[src/hdl/altr_pkg.sv]
// ----------------------------------------------------------------------------
// altr_pkg
// Shared widths, stream layout, action codes and the search token that walks
// the sample chain of the arc-length reparameterization block.
// ----------------------------------------------------------------------------
package altr_pkg;

  // Field widths
  localparam int ACT_W  = 2;
  localparam int IDX_W  = 6;
  localparam int PROG_W = 17;
  localparam int DIST_W = 24;
  localparam int ID_W   = 32;

  // Interpolation products and the dividend built from them
  localparam int PROD_W = DIST_W + PROG_W;
  localparam int NUM_W  = PROD_W + 1;

  // Input beat layout, lowest bit first
  localparam int OFS_ACT   = 0;
  localparam int OFS_IDX   = OFS_ACT + ACT_W;
  localparam int OFS_EPROG = OFS_IDX + IDX_W;
  localparam int OFS_EDIST = OFS_EPROG + PROG_W;
  localparam int OFS_SYNC  = OFS_EDIST + DIST_W;
  localparam int OFS_QPROG = OFS_SYNC + ID_W;
  localparam int IN_BITS   = OFS_QPROG + PROG_W;
  localparam int S_TDATA_W = ((IN_BITS + 7) / 8) * 8;
  localparam int M_TDATA_W = ((PROG_W + 7) / 8) * 8;

  // 1.0 in unsigned Q1.16
  localparam logic [PROG_W-1:0] Q16_ONE = 17'h10000;

  typedef enum logic [ACT_W-1:0] {
    ACT_WRITE  = 2'd0,
    ACT_SET_ID = 2'd1,
    ACT_QUERY  = 2'd2
  } action_e;

  // Search token handed from cell to cell
  typedef struct packed {
    logic              valid;
    logic              at_head;  // set only on the way into the first cell
    logic              found;
    logic              first;    // hit was on the first sample
    logic [DIST_W-1:0] target;
    logic [DIST_W-1:0] prev_d;   // distance of the cell just left
    logic [PROG_W-1:0] prev_p;   // parameter of the cell just left
    logic [DIST_W-1:0] d_lo;
    logic [PROG_W-1:0] p_lo;
    logic [DIST_W-1:0] d_hi;
    logic [PROG_W-1:0] p_hi;
  } token_t;

  // Saturate a Q1.16 value at 1.0
  function automatic logic [PROG_W-1:0] clamp_one(input logic [PROG_W-1:0] v);
    return (v > Q16_ONE) ? Q16_ONE : v;
  endfunction

endpackage

[src/hdl/altr_div.sv]
// ----------------------------------------------------------------------------
// altr_div
// Restoring divider, one quotient bit per cycle. The caller guarantees that
// the quotient fits in PROG_W bits, so the upper dividend bits seed the
// partial remainder directly.
// ----------------------------------------------------------------------------
module altr_div (
  input  logic                        clk_i,
  input  logic                        rst_ni,
  input  logic                        start_i,
  input  logic [altr_pkg::NUM_W-1:0]  num_i,
  input  logic [altr_pkg::DIST_W-1:0] den_i,
  output logic                        done_o,
  output logic [altr_pkg::PROG_W-1:0] quot_o
);
  import altr_pkg::*;

  localparam int CNT_W = $clog2(PROG_W);

  logic              busy_q, done_q;
  logic [CNT_W-1:0]  cnt_q;
  logic [DIST_W-1:0] rem_q, den_q;
  logic [PROG_W-1:0] qsh_q;
  logic [DIST_W:0]   trial;
  logic              ge;

  // One restoring step
  assign trial = {rem_q, qsh_q[PROG_W-1]};
  assign ge    = (trial >= {1'b0, den_q});

  always_ff @(posedge clk_i or negedge rst_ni) begin
    if (!rst_ni) begin
      busy_q <= 1'b0;
      done_q <= 1'b0;
      cnt_q  <= '0;
    end else begin
      done_q <= busy_q && !start_i && (cnt_q == CNT_W'(PROG_W - 1));
      if (start_i) begin
        busy_q <= 1'b1;
        cnt_q  <= '0;
      end else if (busy_q) begin
        cnt_q <= cnt_q + 1'b1;
        if (cnt_q == CNT_W'(PROG_W - 1)) begin
          busy_q <= 1'b0;
        end
      end
    end
  end

  // Datapath
  always_ff @(posedge clk_i) begin
    if (start_i) begin
      rem_q <= num_i[NUM_W-2:PROG_W];
      qsh_q <= num_i[PROG_W-1:0];
      den_q <= den_i;
    end else if (busy_q) begin
      rem_q <= ge ? DIST_W'(trial - {1'b0, den_q}) : trial[DIST_W-1:0];
      qsh_q <= {qsh_q[PROG_W-2:0], ge};
    end
  end

  assign done_o = done_q;
  assign quot_o = qsh_q;

endmodule

[config.mk]
export PLATFORM = sky130hd
export DESIGN_NAME = altr_div
export DESIGN_NICKNAME = d
export VERILOG_FILES = /design/src/hdl/altr_pkg.sv /design/src/hdl/altr_div.sv
export SDC_FILE = /design/constraint.sdc
export NUM_CORES = 1
export LEC_CHECK = 0
export ABC_AREA = 1
export BUFFER_PORTS_ARGS = -buffer_cell sky130_fd_sc_hd__buf_2
export CAP_MARGIN = 20
export CORE_ASPECT_RATIO = 1.25
export CORE_MARGIN = 3
export CORE_UTILIZATION = 63
export CTS_BUF_LIST = sky130_fd_sc_hd__clkbuf_8
export DETAILED_ROUTE_END_ITERATION = 12
export GPL_ROUTABILITY_DRIVEN = 0
export PLACE_DENSITY = 0.95
export SYNTH_ARGS = -nofsm -noshare
export SYNTH_HDL_FRONTEND = slang
export SYNTH_SLANG_ARGS = --single-unit
[constraint.sdc]
create_clock -name clk_i -period 5.95 [get_ports clk_i]
set_input_delay 1.785 -clock clk_i [delete_from_list [all_inputs] [get_ports clk_i]]
set_output_delay 1.785 -clock clk_i [all_outputs]
set_load 0.01 [all_outputs]
[After elaboration in Yosys (flattened, before gate mapping)]
Index checks and enable logic that the tools add are counted.
Storage, ports and cells
  register bits: 72
  bits of input ports: 69
  output and inout bits: 18
  logic and storage cells: 24
Operators by class
  add/sub/neg operators: 2
  $lt $le $gt $ge: 1
  eq/ne operators: 1
  multiplexer cells: 10
  reduce and logical (&&, ||, !) cells: 4
Operators with widths (number)
  2-to-1 mux 24 bit: 3
  2-to-1 mux 17 bit: 2
  >= comparator 25 x 24 -> 1 bit: 1
  subtractor 24 bit: 1
  2-to-1 mux 5 bit: 2
  adder 5 x 1 -> 5 bit, second input constant: 1
  == test 5 bit, second input constant: 1
  2-to-1 mux 1 bit: 3
  logical AND 1 bit: 2
  nonzero test 2 bit: 1
  zero test 1 bit: 1

[Longest topological paths before layout]
  depth after elaboration: 4
  gate-level depth with buffers: 16
  gate-level depth less buffers: 16

[Least setup slack after synthesis]
Ideal clock, no wire load.
  path type: input port to flip-flop
  start point: input port start_i
  end point: register qsh_q[0] (netlist: quot_o[0]), enable pin
  setup time: 396 ps
  arrival time: 2877 ps
  required time: 5554 ps
  slack: 2677 ps
  stages on the path: 3
  path buffers: 1
  cells stage by stage: clkbuf_1 > nor2_1 > inv_1
On the way
  cells in the longest elaborated chain, start to end: 1
RTL lines
  start: declaration: RTL line altr_div.sv:10  | input logic start_i,
  nonzero test 2 bit (no line)
  end signal: assignment: RTL line altr_div.sv:54  | qsh_q <= num_i[PROG_W-1:0];
  end signal: assignment: RTL line altr_div.sv:58  | qsh_q <= {qsh_q[PROG_W-2:0], ge};
  end: declaration: RTL line altr_div.sv:23  | logic [PROG_W-1:0] qsh_q;
Every way passes these cells.
A chain may end at the register's enable or synchronous reset.

[Worst setup path after layout]
  start point: input port start_i
  end point: register rem_q[16], data pin
On the way
  cells in the longest elaborated chain, start to end: 1
RTL lines
  2-to-1 mux 24 bit: RTL line altr_div.sv:52  | if (start_i) begin
  end signal: assignment: RTL line altr_div.sv:53  | rem_q <= num_i[NUM_W-2:PROG_W];
  end signal: assignment: RTL line altr_div.sv:57  | rem_q <= ge ? DIST_W'(trial - {1'b0, den_q}) : trial[DIST_W-1:0];
  end: declaration: RTL line altr_div.sv:22  | logic [DIST_W-1:0] rem_q, den_q;
Every way passes these cells.

==> results.md <==
* First-pass GRT wire length at 20,900 um
* Post-DP Area at 5520 um2
* CTS Root Cell: clkbuf_8
* Number of DRC markers in iteration 0 at 406
* Final setup viols at 0
* IO Count at 87
* Leakage Power at 3.10 nW
* Seq cells post-synth at 72
* Max stage delay on crit path at 0.56 ns
* Netlist cell types at 33
* Req. time, crit path at 6.06 ns
* Hold path start: cnt_q[3]
* Final Non-Filler Cells at 862
* Routed Antenna Nets at 0
* GRT Util Overall at 0.284
* Setup TNS Final at 0 ns
* Synthesized area per cell at between 7 and 8 um2
* Hold worst-path end: cnt_q[3]
* Nets at 861
* Most frequent cells in the layout: nand2_1, inv_1, buf_2, edfxtp_1, nand3_1
* Tmin final at approximately 3.7 ns
* Top-area cell type share of the netlist area at 0.386
* DR vias/cell at 5.62
* Most common cell after layout, fill and taps aside: nand2_1
* Area grow syn2layout at 14.1%
* Gr busiest metal: met2
* Worst EP arrival at 3.79 ns
* Largest net degree at the start of global routing at 67
* Worst VDD drop at 0.000232 V
* Crit path kind: input pin to register
* Clk buf depth at 2
* Net Count, Synth at 777
* WP buf/inv at 4
* Crit-path max FO at 66
* Crit start category: input pin
* Initial antenna violation count at 0
* CP max-delay cell: buf_4
* Met2 usage in global routing at 0.489
* Via count at 4,848
* Post-Route WL at 12,500 um
* Clock sinks at 72
* Post-CTS Setup Repair Bufs at 0
* Vias in the first global route at ~4,800
* Initial Util at 0.667
* FF/Latch Area at roughly 2100 um2
* RSZ-0062 raised after global routing: no
* Worst-margin pin slew at 0.711 ns
* Dpl cells at 845
* Max-cap violations at 0
* Clock transition at path regs at 0.08 ns
* DRC viols at 0
* Path depth of the worst reg2reg path at 13
* GR met1 Demand/Resource at 0.332
* R2R Setup Slk at about 3 ns
* Worst setup EP type: register
* Share of cells above drive strength 1 at 0.162
* Max Clock Freq at 0.272 GHz
* Final WS setup at around 2.3 ns
* CTS buffer count at 9
* Met3 usage at 0.0550
* Area leader, netlist: edfxtp_1
* Core Area at 7580 um2
* Die width at 86.1 um
* Diodes inserted at 0
* R2r startpoint: rem_q[19]
* FF-to-FF End: rem_q[16]
* Hpwl dp at 9020 um
* Buffers added on ports at 85
* Yosys warns at 0
* Area of the multi-input gates at 2420 um2
* Most frequent CP cell: nand2_1
* CP top delay family: buffers and inverters
* Remaining Overflow, GRT at 0
* Final Hold Violating Endpoints at 0
* First drt pass iteration count at 7
* Critical path cell sequence: buf_2, buf_4, inv_1, buf_4, nand2_1, nand2_1, nand2_1, nand2_1
* Die height at 106 um
* Number of fillers in the final layout at between 500 and 600
* Clock skew at around 0.0086 ns
* H-tree Lvls at 3
* Post-Syn Area at approximately 5100 um2
* Tcrit/Tclk final at 0.618
* Final Slew Violations at 0
* Avg WL per Cell at 14.5 um
* Min-Delay Path Depth at 1
* Status: completed
* Die ar. at 9140 um2
* Hold-fix buffer count after cts at 0
* Hold/Removal Path Class: register to register
* Post-cts resize count at 0
* Area contributors post-synth: edfxtp_1, nand2_1, inv_1
* Dpl ws at ~1.9 ns
* Final Instance Area at just under 6000 um2
* TritonCTS clock tree: yes
* Sequential fraction of the synthesis area at 0.421
* Std-Cell Rows at 35
* Skew-Pair Late Insertion Delay at 0.35 ns
* Slew margin rel. at 0.526
* Synthesized instance count at 681
* Pwr dens at ~450 nW/um2
==> per-stage QoR <==
step | hold WS (ns) | total power, mW | utilization
CTS | 0.471 | 2.54 | 0.757
finish | 0.470 | 2.57 | 0.761
global placement | 0.456 | 2.03 | 0.728
floorplan | 0.434 | 1.81 | -
detailed placement | 0.462 | 2.09 | 0.728
global route | 0.500 | 2.77 | 0.761
==> flip-flops by register name, indices dropped and copies added (netlist names) <==
| name | cells |
|---|---|
| quot_o | 17 |
| cnt_q | 5 |
| den_q | 24 |
| rem_q | 24 |
| busy_q | 1 |
| done_o | 1 |
==> metal layers <==
| metal | share of wire | up-vias |
|---|---|---|
| met5 | 0 | - |
| met4 | 0.044 | 0 |
| met3 | 0.084 | 73 |
| met2 | 0.51 | 284 |
| met1 | 0.37 | 2173 |
| li1 | - | 2318 |
==> synth_stat cells <==
cell and instances:
nor2_4 2, nand2_4 1, nor3_1 2, nor4_1 1, fa_1 1, a21oi_2 1, nor2_2 1, nand3_2 7
clkinv_1 2, nand2_1 286, nand3b_1 20, ha_1 26, edfxtp_1 65, xor2_1 1, and2_1 1, buf_1 2
o21a_1 1, nand2_2 4, buf_2 2, o21ai_0 10, inv_1 103, buf_6 3, buf_8 1, a21oi_1 22
nand4_1 8, inv_2 3, nand3b_4 1, xnor2_1 7, nor4_4 1, nand3_1 43, dfrtp_1 7, nor2_1 38
clkbuf_1 8
==> kinds of logic (layout without fill, tap and decap cells) <==
| group | after synthesis | in the layout | share of synthesized area |
|---|---|---|---|
| DFF | 72 | 72 | 0.421 |
| xor gates and xnor gates | 8 | 8 | 0.0139 |
| adders and majority gates | 27 | 27 | 0.0684 |
| and+or+nand+nor | 416 | 416 | 0.362 |
| AOI/OAI and AO/OA | 34 | 34 | 0.0349 |
| buffers and inverters | 124 | 213 | 0.0993 |
==> report_power, final <==
| part | internal [mW] | switching (mW) |
|---|---|---|
| sequential | 0.691 | 0.0610 |
| combinational | 0.484 | 0.902 |
| clock | 0.237 | 0.198 |
==> how the worst max path moves through the flow <==
stage	start	to	slack, ns	depth (start not counted)
floorplan	start_i	quot_o[0]	2.68	3
global placement	start_i	rem_q[16]	2.02	8
global route	start_i	rem_q[23]	2.09	8
detailed placement	start_i	rem_q[23]	1.93	8
CTS	start_i	rem_q[20]	2.31	8
finish	start_i	rem_q[16]	2.27	8
==> worst register-to-register path, cell delays in order, from the launching register on <==
cell	delay, ns
edfxtp_1	0.43
ha_1	0.41
nand2_1	0.15
inv_1	0.05
nand2_1	0.06
nand3_1	0.10
nand2_1	0.11
nand3_2	0.10
nor2_4	0.50
nand2_4	0.36
nand2_1	0.28
nand2_1	0.08
nand2_1	0.06
nand2_1	0.05
==> area by class of cell <==
type	instances	share of cell area
Inverter	108	0.0703
Clock buffer	9	0.0215
Sequential cell	72	0.369
Clock inverter	7	0.0167
Timing Repair Buffer	89	0.0825
Multi-Input combinational cell	485	0.420
Tap cell	92	0.0200
(Power assumes the default switching activity.)
