==> src/hdl/altr_pkg.sv <==
// ----------------------------------------------------------------------------
// altr_pkg
// Shared widths, stream layout, action codes and the search token that walks
// the sample chain of the arc-length reparameterization block.
// ----------------------------------------------------------------------------
package altr_pkg;

  // Field widths
  localparam int ACT_W  = 2;
  localparam int IDX_W  = 6;
  localparam int PROG_W = 17;
  localparam int DIST_W = 24;
  localparam int ID_W   = 32;

  // Interpolation products and the dividend built from them
  localparam int PROD_W = DIST_W + PROG_W;
  localparam int NUM_W  = PROD_W + 1;

  // Input beat layout, lowest bit first
  localparam int OFS_ACT   = 0;
  localparam int OFS_IDX   = OFS_ACT + ACT_W;
  localparam int OFS_EPROG = OFS_IDX + IDX_W;
  localparam int OFS_EDIST = OFS_EPROG + PROG_W;
  localparam int OFS_SYNC  = OFS_EDIST + DIST_W;
  localparam int OFS_QPROG = OFS_SYNC + ID_W;
  localparam int IN_BITS   = OFS_QPROG + PROG_W;
  localparam int S_TDATA_W = ((IN_BITS + 7) / 8) * 8;
  localparam int M_TDATA_W = ((PROG_W + 7) / 8) * 8;

  // 1.0 in unsigned Q1.16
  localparam logic [PROG_W-1:0] Q16_ONE = 17'h10000;

  typedef enum logic [ACT_W-1:0] {
    ACT_WRITE  = 2'd0,
    ACT_SET_ID = 2'd1,
    ACT_QUERY  = 2'd2
  } action_e;

  // Search token handed from cell to cell
  typedef struct packed {
    logic              valid;
    logic              at_head;  // set only on the way into the first cell
    logic              found;
    logic              first;    // hit was on the first sample
    logic [DIST_W-1:0] target;
    logic [DIST_W-1:0] prev_d;   // distance of the cell just left
    logic [PROG_W-1:0] prev_p;   // parameter of the cell just left
    logic [DIST_W-1:0] d_lo;
    logic [PROG_W-1:0] p_lo;
    logic [DIST_W-1:0] d_hi;
    logic [PROG_W-1:0] p_hi;
  } token_t;

  // Saturate a Q1.16 value at 1.0
  function automatic logic [PROG_W-1:0] clamp_one(input logic [PROG_W-1:0] v);
    return (v > Q16_ONE) ? Q16_ONE : v;
  endfunction

endpackage

==> src/hdl/altr_cell.sv <==
// ----------------------------------------------------------------------------
// altr_cell
// One table sample (parameter and cumulative distance) plus one stage of the
// search chain: the first cell whose distance reaches the target latches the
// bracketing pair into the token.
// ----------------------------------------------------------------------------
module altr_cell (
  input  logic                        clk_i,
  input  logic                        rst_ni,
  input  logic                        wr_en_i,
  input  logic [altr_pkg::PROG_W-1:0] wr_prog_i,
  input  logic [altr_pkg::DIST_W-1:0] wr_dist_i,
  input  altr_pkg::token_t            tok_i,
  output altr_pkg::token_t            tok_o
);
  import altr_pkg::*;

  logic [PROG_W-1:0] prog_q;
  logic [DIST_W-1:0] dist_q;
  token_t            tok_q, tok_d;

  // Sample storage
  always_ff @(posedge clk_i or negedge rst_ni) begin
    if (!rst_ni) begin
      prog_q <= '0;
      dist_q <= '0;
    end else if (wr_en_i) begin
      prog_q <= wr_prog_i;
      dist_q <= wr_dist_i;
    end
  end

  // Compare against the passing token
  always_comb begin
    tok_d         = tok_i;
    tok_d.at_head = 1'b0;
    tok_d.prev_d  = dist_q;
    tok_d.prev_p  = prog_q;
    if (tok_i.valid && !tok_i.found && (dist_q >= tok_i.target)) begin
      tok_d.found = 1'b1;
      tok_d.first = tok_i.at_head;
      tok_d.d_lo  = tok_i.prev_d;
      tok_d.p_lo  = tok_i.prev_p;
      tok_d.d_hi  = dist_q;
      tok_d.p_hi  = prog_q;
    end
  end

  always_ff @(posedge clk_i or negedge rst_ni) begin
    if (!rst_ni) begin
      tok_q <= '0;
    end else begin
      tok_q <= tok_d;
    end
  end

  assign tok_o = tok_q;

endmodule

==> config.mk <==
export PLATFORM = sky130hd
export DESIGN_NAME = altr_cell
export DESIGN_NICKNAME = d
export VERILOG_FILES = /design/src/hdl/altr_pkg.sv /design/src/hdl/altr_cell.sv
export SDC_FILE = /design/constraint.sdc
export NUM_CORES = 1
export LEC_CHECK = 0
export ABC_CLOCK_PERIOD_IN_PS = 2350
export BUFFER_PORTS_ARGS = -buffer_cell sky130_fd_sc_hd__buf_2
export CAP_MARGIN = 20
export CORE_AREA = 2 2 134 136
export DETAILED_ROUTE_END_ITERATION = 8
export DIE_AREA = 0 0 136 138
export GPL_ROUTABILITY_DRIVEN = 0
export PLACE_DENSITY = 0.76
export SYNTH_ARGS = -nofsm -noshare
export SYNTH_HDL_FRONTEND = slang
export SYNTH_SLANG_ARGS = --single-unit
==> constraint.sdc <==
create_clock -name clk_i -period 2.35 [get_ports clk_i]
set_clock_uncertainty 0.2 [all_clocks]
set_input_delay 0.235 -clock clk_i [delete_from_list [all_inputs] [get_ports clk_i]]
set_output_delay 0.235 -clock clk_i [all_outputs]
set_load 0.005 [all_outputs]
# Word-level counts from Yosys, hierarchy flattened
# Cells that the tools add are included.
# totals
inputBits	195
output_inout_bits	151
elab_cells	18
reg_bits	191
# classes
reduce_logical	3
mux	2
magnitude_cmp	1
# op_table
operator	count
two-way mux 82 bit	1
>= comparator 24 bit	1
logical AND 1 bit	2
two-way mux 2 bit	1
zero test 1 bit	1

# Depth between registers and ports, before layout
# Gate-level depths: netlist of the first run.
# depth
ltp_word	4
mapped_depth	10
depth_no_buf	8

# Least setup slack after synthesis of the first run
# Ideal clock, no wire load.
# synth_timing
path_kind	flip-flop to flip-flop
start	register dist_q[21]
end	register tok_q, in the netlist tok_o[12]
setup_slack_ns	-0.040
t_arrival_ns	2.065
t_required_ns	2.025
path_stages_with_launch	10
path_cell_list	dfrtp_1 -> ha_1 -> nand4_2 -> nor4_2 -> nand4_1 -> o21ai_1 -> o21ai_1 -> buf_6 -> buf_6 -> mux2_4
# synth_lines
element	line	rtl
from (decl)	altr_cell.sv:19	logic [DIST_W-1:0] dist_q;
from (signal assigned)	altr_cell.sv:29	dist_q <= wr_dist_i;
to (signal assigned)	altr_cell.sv:53	tok_q <= tok_d;
to (decl)	altr_cell.sv:20	token_t tok_q, tok_d;

==> metrics.log, run 1 <==
[metrics] Final Non-Filler Cells: 1276
[metrics] net count of the mapped netlist: 638
[metrics] number of antenna violations at the first check in global routing: 1
[metrics] vias in the first global route: 6651
[metrics] post-detailed-route count of antenna-violating nets: 0
[metrics] overall die width: 136 um
[metrics] Final Hold Vio Count: 0
[metrics] setup TNS: -25.81 ns
[metrics] die height: 138 um
[metrics] most frequent cell after synthesis: sky130_fd_sc_hd__dfrtp_1
[metrics] DRC violation total after the first TritonRoute iteration: 152
[metrics] EDFF count, synth: 0
[metrics] Min Hold Slack: 0.142 ns
[metrics] transition time of the tightest slew-check pin: 0.572 ns
[metrics] Relative slew margins: 0.619
[metrics] slowest stage cell, crit path: sky130_fd_sc_hd__dfrtp_1
[metrics] post-synthesis async set-or-reset flop share: 1.00
[metrics] peak per-stage delay on the critical path: 0.40 ns
[metrics] violated checks: setup timing
[metrics] Critical Path End Type: flip-flop
[metrics] sequential fraction of the synthesis area: 0.666
[metrics] Total Wirelength: 24.0 mm
[metrics] area leader, netlist: sky130_fd_sc_hd__dfrtp_1
[metrics] Overall Global Routing Usage: 0.245
[metrics] H-tree levels: 4
[metrics] cell types occupying the most area after synthesis: sky130_fd_sc_hd__dfrtp_1 67%, sky130_fd_sc_hd__mux2_4 15%, sky130_fd_sc_hd__mux2_2 8.3%
[metrics] Leakage Power: 6.52 nW
[metrics] fraction of layout instances using a drive strength above 1: 0.561
[metrics] area of the mapped netlist: 7180 um^2
[metrics] Buf+Inv Stages, Crit Path: 2
[metrics] Arr. time, crit path: 2.80 ns
[metrics] CORE AREA: 17500 um^2
[metrics] residual DRC count: 0
[metrics] classification of the worst-slack hold path: in2reg
[metrics] Post-Synthesis Mean Instance Area: 17.1 um^2
[metrics] Power Density: 676 nW/um^2
[metrics] CTS tree: yes
[metrics] FILL cells: 1063
[metrics] gate family responsible for the most delay along the worst path: compound AO/OA/AOI/OAI gates
[metrics] starting density of the core: 0.409
[metrics] Vias: 5925
[metrics] setup repair after global routing missed its margin: yes
[metrics] DRT Pass-1 Iters: 6
[metrics] clock tree sinks: 191
[metrics] minimum setup slack in the final design: -0.346 ns
[metrics] post-route total power: 8.58 mW
[metrics] area growth from synthesis to layout: 76.9%
[metrics] ranking of synthesized cells by instance count: 191 x sky130_fd_sc_hd__dfrtp_1, 70 x sky130_fd_sc_hd__mux2_4, 53 x sky130_fd_sc_hd__mux2_2, 24 x sky130_fd_sc_hd__ha_1, 24 x sky130_fd_sc_hd__inv_1
[metrics] post-synthesis cell count: 419
[metrics] latest clock arrival within the worst-skew pair: 0.42 ns
[metrics] post-synth top area share: 0.666
[metrics] Num CTS Buffers: 17
[metrics] largest fanout on the critical path: 8
[metrics] minimum period implied by the final worst setup slack: 2.70 ns
[metrics] placed insts: 1035
[metrics] clock tree buffer depth: 2
[metrics] first-pass GRT wire length: 35.1 mm
[metrics] root buffer cell: sky130_fd_sc_hd__clkbuf_16
[metrics] post-detailed-placement half-perimeter wirelength: 13.2 mm
[metrics] result of the run: finished, violations left
[metrics] boundary pin count: 346
[metrics] pin count of the biggest net entering global routing: 67
[metrics] wire length per cell: 18.8 um
[metrics] Rows: 49
[metrics] Cell variety after synth: 27
[metrics] Critical Path RT: 2.45 ns
[metrics] max-slew violations: 0
[metrics] Avg Vias per Cell: 4.64
[metrics] IR drop worst, VDD: 0.468 mV
[metrics] count of final setup violators: 83
[metrics] Final #Nets: 1252
[metrics] post-CTS clock slew at the launch and capture registers of the worst setup and hold paths: 0.07 ns
[metrics] Highest Clock Rate: 371 MHz
[metrics] synth warn: 0
[metrics] crit share post-route: 1.15
[metrics] Startpoint Class: flip-flop
[metrics] # port buffers: 344
[metrics] critical path, cell by cell: ha_1, a21oi_1, o21ai_1, a221oi_1, o21ai_1, o21ai_4, clkbuf_16, clkbuf_16, mux2_4
[metrics] WS Path Type: reg2reg
[metrics] ys flop type: sky130_fd_sc_hd__dfrtp_1
[metrics] flip-flop and latch count after synthesis: 191
[metrics] max-capacitance violation count: 0
[metrics] die area: 18800 um^2
[metrics] overall overflow remaining after global route: 0
[cell type report]
cell class	count	area [um^2]	area share
diodes	1	2.50	0.000197
clock buffers	22	464	0.0366
repair buffers	610	4470	0.353
multi-input cells	189	2400	0.189
flip-flops and latches	191	4780	0.377
clock inverters	10	194	0.0153
inverters	24	90.1	0.00710
well taps	229	287	0.0226
[final timing paths]
| path | slack (ns) | to | startpoint | cells after the start |
|---|---|---|---|---|
| min in group asynchronous | 0.19 | tok_o[105] | rst_ni | 2 |
| min | 0.14 | dist_q[0] | wr_en_i | 4 |
| max | -0.35 | tok_o[65] | dist_q[13] | 9 |
| min reg2reg | 0.20 | tok_o[98] | prog_q[16] | 0 |
| max reg2reg | -0.35 | tok_o[65] | dist_q[13] | 9 |
| max in group asynchronous | 1.10 | tok_o[83] | rst_ni | 3 |
[worst register-to-register path: cells and delay by family (launching register included)]
| family | cells | cell delay (ns) |
|---|---|---|
| AOI/OAI and AO/OA | 5 | 0.99 |
| adders and majority gates | 1 | 0.30 |
| buffers and inverters | 2 | 0.40 |
| DFF | 1 | 0.40 |
| muxes | 1 | 0.30 |
[where the power goes]
part	leakage, nW	switching [mW]	internal (mW)	total, mW
clock network	0.320	1.29	1.97	3.26
logic	3.97	0.637	0.996	1.63
registers	2.23	0.118	3.57	3.69
total	6.52	2.05	6.53	8.58
[registers in the layout, indices dropped and copies added (netlist names)]
signal and count:
prog_q 17, tok_o 150, dist_q 24
[placed cells by master, fill, tap and decap left out, drive strengths merged, types with 2 or more instances in the layout]
| master | instances |
|---|---|
| nor2b | 2 |
| nand2 | 8 |
| dfrtp | 191 |
| buf | 411 |
| bufinv | 5 |
| inv | 28 |
| o21ai | 8 |
| a21oi | 6 |
| a211oi | 2 |
| dlygate4sd3 | 193 |
| mux2 | 123 |
| nor2 | 4 |
| nand4 | 3 |
| clkbuf | 28 |
| ha | 24 |
[metrics by stage]
step | setup WS, ns | instance area [um^2] | utilization
3_3_place_gp | -0.431 | 9630 | 0.549
5_1_grt | -0.478 | 12700 | 0.724
2_1_floorplan | -0.0257 | 7200 | -
4_1_cts | -0.313 | 12300 | 0.701
3_5_place_dp | -0.439 | 9630 | 0.549
6_report | -0.346 | 12700 | 0.724
[cell families (layout without fill, tap and decap cells)]
family	after synthesis	count (layout)	synth area share
multiplexers	123	123	0.230
adder cells (fa/ha/maj)	24	24	0.0418
AND/OR/NAND/NOR	21	21	0.0157
flip-flops	191	191	0.666
buffers and inverters	39	666	0.0295
AO/OA/AOI/OAI	20	20	0.0167
other	1	2	0.000523
[layer usage]
| metal | share of wire | vias up | global-route usage | wire, um |
|---|---|---|---|---|
| met4 | 0.036 | 0 | 0.112 | 874 |
| met5 | 0 | - | 0 | 0 |
| li1 | - | 2673 | - | - |
| met2 | 0.54 | 270 | 0.446 | 12900 |
| met3 | 0.059 | 63 | 0.0634 | 1410 |
| met1 | 0.36 | 2919 | 0.262 | 8740 |
[timing repair]
item | CTS | global route
hold buffers | 193 | 0
endpoints found under the hold margin | 211 | 0
buffers inserted | 1 | 9
setup endpoints to repair | 83 | 83
resized for setup | 7 | 39
gates cloned | 0 | 5
pin swaps | 0 | 4
(Power assumes the default switching activity.)
==> inputs of run 2 (changes only) <==
Settings changed: ABC_CLOCK_PERIOD_IN_PS 2350 to 3460, PLACE_DENSITY 0.76 to 0.73.
Clock period 2.35 ns to 3.46 ns, I/O delays scaled along.
==> metrics.log, run 2 (same netlist as run 1, synthesis figures left out) <==
[metrics] result of the run: completed
[metrics] Leakage Power: 5.97 nW
[metrics] fraction of layout instances using a drive strength above 1: 0.516
[metrics] vias in the first global route: 6103
[metrics] die height: 138 um
[metrics] # port buffers: 344
[metrics] Storage cell area: 4780 um^2
[metrics] number of setup buffers added after CTS: 0
[metrics] Startpoint Class: primary input
[metrics] largest fanout on the critical path: 44
[metrics] residual DRC count: 0
[metrics] switching power share of the total: 0.248
[metrics] minimum period implied by the final worst setup slack: 3.13 ns
[metrics] most common cell after layout, fill and taps aside: sky130_fd_sc_hd__buf_2
[metrics] count of final setup violators: 0
[metrics] post-detailed-placement half-perimeter wirelength: 12.8 mm
[metrics] Final Hold Vio Count: 0
[metrics] slowest stage cell, crit path: sky130_fd_sc_hd__dlygate4sd3_1
[metrics] transition time of the tightest slew-check pin: 0.899 ns
[metrics] placed insts: 982
[metrics] highest-count cells in the layout ignoring fill and taps: 343 x sky130_fd_sc_hd__buf_2, 193 x sky130_fd_sc_hd__dlygate4sd3_1, 191 x sky130_fd_sc_hd__dfrtp_1
[metrics] setup TNS: 0 ns
[metrics] pin count of the biggest net entering global routing: 112
[metrics] CORE AREA: 17500 um^2
[metrics] boundary pin count: 346
[metrics] first-pass GRT wire length: 32.3 mm
[metrics] post-CTS clock slew at the launch and capture registers of the worst setup and hold paths: 0.07 ns
[metrics] die area: 18800 um^2
[metrics] setup repair after global routing missed its margin: no
[metrics] NetSw: 1.32 mW
[metrics] post-detailed-route count of antenna-violating nets: 0
[metrics] IR drop worst, VDD: 0.332 mV
[metrics] area growth from synthesis to layout: 62.7%
[metrics] cell-internal power: 4.00 mW
[metrics] crit share post-route: 0.904
[metrics] most numerous cell on the critical path: sky130_fd_sc_hd__nand4_1
[metrics] post-route total power: 5.31 mW
[metrics] Total Wirelength: 21.0 mm
[metrics] Highest Clock Rate: 320 MHz
[metrics] Critical Path RT: 3.57 ns
[metrics] overall overflow remaining after global route: 0
[metrics] Vias: 5503
[metrics] root buffer cell: sky130_fd_sc_hd__clkbuf_16
[metrics] clock tree buffer depth: 2
[metrics] classification of the worst-slack hold path: reg2reg
[metrics] max-capacitance violation count: 0
[metrics] overall die width: 136 um
[metrics] Critical Path End Type: flip-flop
[metrics] Num CTS Buffers: 17
[metrics] CTS tree: yes
[metrics] Relative slew margins: 0.400
[metrics] max-slew violations: 0
[metrics] H-tree levels: 4
[metrics] Power Density: 455 nW/um^2
[metrics] critical path, cell by cell: dlygate4sd3_1, buf_2, inv_1, ha_1, nand4_1, nor4_2, nand4_1, o21ai_1, o21ai_4, buf_12, mux2_4
[metrics] Overall Global Routing Usage: 0.226
[metrics] utilization after layout: 0.666
[metrics] Final #Nets: 1184
[metrics] peak per-stage delay on the critical path: 0.53 ns
[metrics] wire length per cell: 17.4 um
[metrics] Clock power frac: 0.360
[metrics] Arr. time, crit path: 3.24 ns
[metrics] DRT Pass-1 Iters: 4
[metrics] Rows: 49
[metrics] clock tree sinks: 191
[metrics] number of flip-flops under the largest register name: 150
[metrics] FILL cells: 1248
[metrics] starting density of the core: 0.409
[metrics] Final Non-Filler Cells: 1208
[metrics] number of antenna violations at the first check in global routing: 1
[metrics] WS Path Type: in2reg
[metrics] Avg Vias per Cell: 4.56
[metrics] latest clock arrival within the worst-skew pair: 0.42 ns
[metrics] power share of the sequential group: 0.474
[metrics] DRC violation total after the first TritonRoute iteration: 150
[metrics] fraction of power consumed by combinational cells: 0.166
[metrics] combined area of the multi-input logic cells: 2200 um^2
-- run 2: worst max-delay path, delay by kind of cell --
kind                       cells  cell delay [ns]
adders and majority gates      1             0.31
and+or+nand+nor                3             0.79
AOI/OAI and AO/OA              2             0.47
buffers and inverters          4             0.89
muxes                          1             0.36
-- run 2: stage by stage --
step	hold WS [ns]	instance area [um^2]	worst slack, ns
2_1_floorplan	-0.150	7180	1.07
3_3_place_gp	0.180	9170	0.521
3_5_place_dp	0.186	9170	0.480
4_1_cts	0.201	11700	0.390
5_1_grt	0.208	11700	0.156
6_report	0.200	11700	0.331
-- run 2: final timing paths --
| kind | from | end | slack, ns | cells past startpoint |
|---|---|---|---|---|
| setup / recovery | tok_i[142] | tok_o[53] | 0.33 | 11 |
| hold / removal | prog_q[8] | tok_o[90] | 0.20 | 0 |
| setup reg to reg | dist_q[19] | tok_o[53] | 0.50 | 8 |
| hold reg to reg | prog_q[8] | tok_o[90] | 0.20 | 0 |
| max in group asynchronous | rst_ni | tok_o[146] | 1.86 | 3 |
| min in group asynchronous | rst_ni | tok_o[125] | 0.37 | 2 |
-- run 2: power groups by stage --
stage	registers [mW]	logic [mW]	clock network, mW
4_1_cts	2.51	0.875	1.95
3_3_place_gp	2.55	0.683	0
5_1_grt	2.54	0.958	2.06
2_1_floorplan	2.56	0.305	0
3_5_place_dp	2.55	0.701	0
6_report	2.52	0.884	1.91
-- run 2: what timing repair did --
item | in CTS | in global routing
hold buffers | 193 | 0
resized for setup | 0 | 0
endpoints found under the hold margin | 259 | 0
-- run 2: per-layer routing --
| layer | global-route usage | up-vias | wire length (um) |
|---|---|---|---|
| met2 | 0.398 | 251 | 10800 |
| met1 | 0.246 | 2670 | 7870 |
| li1 | - | 2522 | - |
| met4 | 0.0981 | 0 | 755 |
| met5 | 0 | - | 0 |
| met3 | 0.0748 | 60 | 1570 |
-- run 2: layout make-up --
type / instances / area share
repair buffers: 542 / 0.321
well taps: 229 / 0.0245
inverters: 24 / 0.00772
multi-input cells: 189 / 0.188
flip-flops and latches: 191 / 0.410
clock buffers: 21 / 0.0395
diodes: 1 / 0.000214
clock inverters: 11 / 0.00911
==> inputs of run 3 (changes only) <==
Settings changed: REMOVE_ABC_BUFFERS set to 1.
==> metrics.log, run 3 (same netlist as run 1, synthesis figures left out) <==
[metrics] Critical Path End Type: flip-flop
[metrics] count of final setup violators: 0
[metrics] IR drop worst, VDD: 0.350 mV
[metrics] CORE AREA: 17500 um^2
[metrics] residual DRC count: 0
[metrics] result of the run: completed
[metrics] Total Wirelength: 21.7 mm
[metrics] highest-count cells in the layout ignoring fill and taps: 343 x sky130_fd_sc_hd__buf_2, 193 x sky130_fd_sc_hd__dlygate4sd3_1, 191 x sky130_fd_sc_hd__dfrtp_1
[metrics] most common cell after layout, fill and taps aside: sky130_fd_sc_hd__buf_2
[metrics] Final #Nets: 1187
[metrics] Vias: 5600
[metrics] crit share post-route: 0.970
[metrics] Arr. time, crit path: 3.46 ns
[metrics] switching power share of the total: 0.239
[metrics] Hold Path Stages: 3
[metrics] post-detailed-route count of antenna-violating nets: 0
[metrics] setup repair after global routing missed its margin: no
[metrics] Startpoint Class: primary input
[metrics] Antenna Diode Count: 0
[metrics] Rows: 49
[metrics] wire length per cell: 18.0 um
[metrics] cell-internal power: 4.13 mW
[metrics] Avg Vias per Cell: 4.63
[metrics] starting density of the core: 0.409
[metrics] die area: 18800 um^2
[metrics] minimum period implied by the final worst setup slack: 3.36 ns
[metrics] number of flip-flops under the largest register name: 150
[metrics] first-pass GRT wire length: 32.3 mm
[metrics] Final Hold Vio Count: 0
[metrics] clock tree sinks: 191
[metrics] Clock power frac: 0.371
[metrics] endpoint of the worst-slack reg-to-reg timing path: tok_o[58]
[metrics] H-tree levels: 4
[metrics] WS Path Type: in2reg
[metrics] overall die width: 136 um
[metrics] post-CTS clock slew at the launch and capture registers of the worst setup and hold paths: 0.07 ns
[metrics] sink of the worst hold path: dist_q[0]
[metrics] largest fanout on the critical path: 11
[metrics] pin count of the biggest net entering global routing: 72
[metrics] # port buffers: 344
[metrics] overall overflow remaining after global route: 0
[metrics] Highest Clock Rate: 298 MHz
[metrics] Power Density: 462 nW/um^2
[metrics] count of cells along the worst register-to-register path: 9
[metrics] max-capacitance violation count: 0
[metrics] boundary pin count: 346
[metrics] clock tree buffer depth: 2
[metrics] Overall Global Routing Usage: 0.227
[metrics] Critical Path RT: 3.57 ns
[metrics] post-detailed-placement half-perimeter wirelength: 13.0 mm
[metrics] die height: 138 um
[metrics] DRC violation total after the first TritonRoute iteration: 201
[metrics] NetSw: 1.30 mW
[metrics] classification of the worst-slack hold path: in2reg
[metrics] combined area of the multi-input logic cells: 2210 um^2
[metrics] min-delay src: wr_en_i
[metrics] max-slew violations: 0
[metrics] Min Hold Slack: 0.168 ns
[metrics] Num CTS Buffers: 17
[metrics] post-route total power: 5.43 mW
[metrics] power share of the sequential group: 0.463
[metrics] Leakage Power: 6.03 nW
[metrics] fraction of layout instances using a drive strength above 1: 0.519
[metrics] area growth from synthesis to layout: 64.0%
[metrics] slack of the worst reg-to-reg path: 0.29 ns
[metrics] number of antenna violations at the first check in global routing: 0
[metrics] latest clock arrival within the worst-skew pair: 0.42 ns
[metrics] DRT Pass-1 Iters: 4
[metrics] vias in the first global route: 6043
[metrics] worst reg2reg path startpoint: dist_q[19]
[metrics] Storage cell area: 4780 um^2
[metrics] CTS tree: yes
[metrics] FILL cells: 1189
[metrics] root buffer cell: sky130_fd_sc_hd__clkbuf_16
[metrics] fraction of power consumed by combinational cells: 0.166
[run 3: cell count changes in the layout (fill, tap and decap cells not counted), sizes merged]
| cell | before | now |
|---|---|---|
| clkinvlp | 3 | 1 |
| bufinv | 1 | 3 |
| buf | 348 | 350 |
| diode | 1 | 0 |
| inv | 27 | 28 |
[run 3: how the worst max path moves through the flow]
stage / from / to / slack (ns)
3_5_place_dp: tok_i[138] / tok_o[81] / 0.53
4_1_cts: tok_i[142] / tok_o[51] / 0.05
3_3_place_gp: tok_i[140] / tok_o[81] / 0.59
6_report: tok_i[140] / tok_o[58] / 0.10
2_1_floorplan: dist_q[2] / tok_o[0] / -4.37
5_1_grt: tok_i[142] / tok_o[58] / 0.005
[run 3: layout make-up]
type	instances	share of cell area
clock buffer	20	0.0380
clock inverter	12	0.0133
inverter	24	0.00765
multi-input combinational	189	0.188
sequential	191	0.406
tap	229	0.0243
timing repair buffer	545	0.323
[run 3: power groups by stage]
| stage | Combinational, mW | Sequential [mW] | Clock (mW) |
|---|---|---|---|
| floorplan | 0.329 | 2.56 | 0 |
| global placement | 0.684 | 2.55 | 0 |
| detailed placement | 0.702 | 2.56 | 0 |
| CTS | 0.880 | 2.51 | 2.06 |
| global route | 0.976 | 2.54 | 2.15 |
| finish | 0.900 | 2.52 | 2.01 |
[run 3: worst max-delay path, stage by stage]
cell and delay [ns]:
sky130_fd_sc_hd__dlygate4sd3_1 0.55, sky130_fd_sc_hd__buf_2 0.13, sky130_fd_sc_hd__inv_1 0.04, sky130_fd_sc_hd__ha_1 0.28, sky130_fd_sc_hd__nand4_1 0.22, sky130_fd_sc_hd__nor4_4 0.35
sky130_fd_sc_hd__nand4_1 0.15, sky130_fd_sc_hd__o21ai_2 0.22, sky130_fd_sc_hd__o21ai_4 0.10, sky130_fd_sc_hd__buf_12 0.18, sky130_fd_sc_hd__mux2_4 0.31, sky130_fd_sc_hd__dlygate4sd3_1 0.57
[run 3: metrics by stage]
step	std cells	worst slack [ns]	cell area (um^2)	utilization	setup TNS [ns]
floorplan	404	-4.37	7050	-	-356.59
global placement	982	0.589	9170	0.523	0
detailed placement	982	0.528	9170	0.523	0
CTS	1207	0.0460	11700	0.668	0
global route	1210	0.00529	11800	0.671	0
finish	1210	0.105	11800	0.671	0
[run 3: layer usage]
layer	GRT usage	vias to the layer above	share of wire
met2	0.410	249	0.54
met5	0	-	0
li1	-	2538	-
met3	0.0689	60	0.071
met4	0.0981	0	0.037
met1	0.242	2753	0.36
[run 3: repair_timing]
item,in CTS,in global routing
endpoints found under the setup margin,0,7
endpoints found under the hold margin,200,0
setup buffers,0,1
hold buffers,193,0
resized for setup,0,3
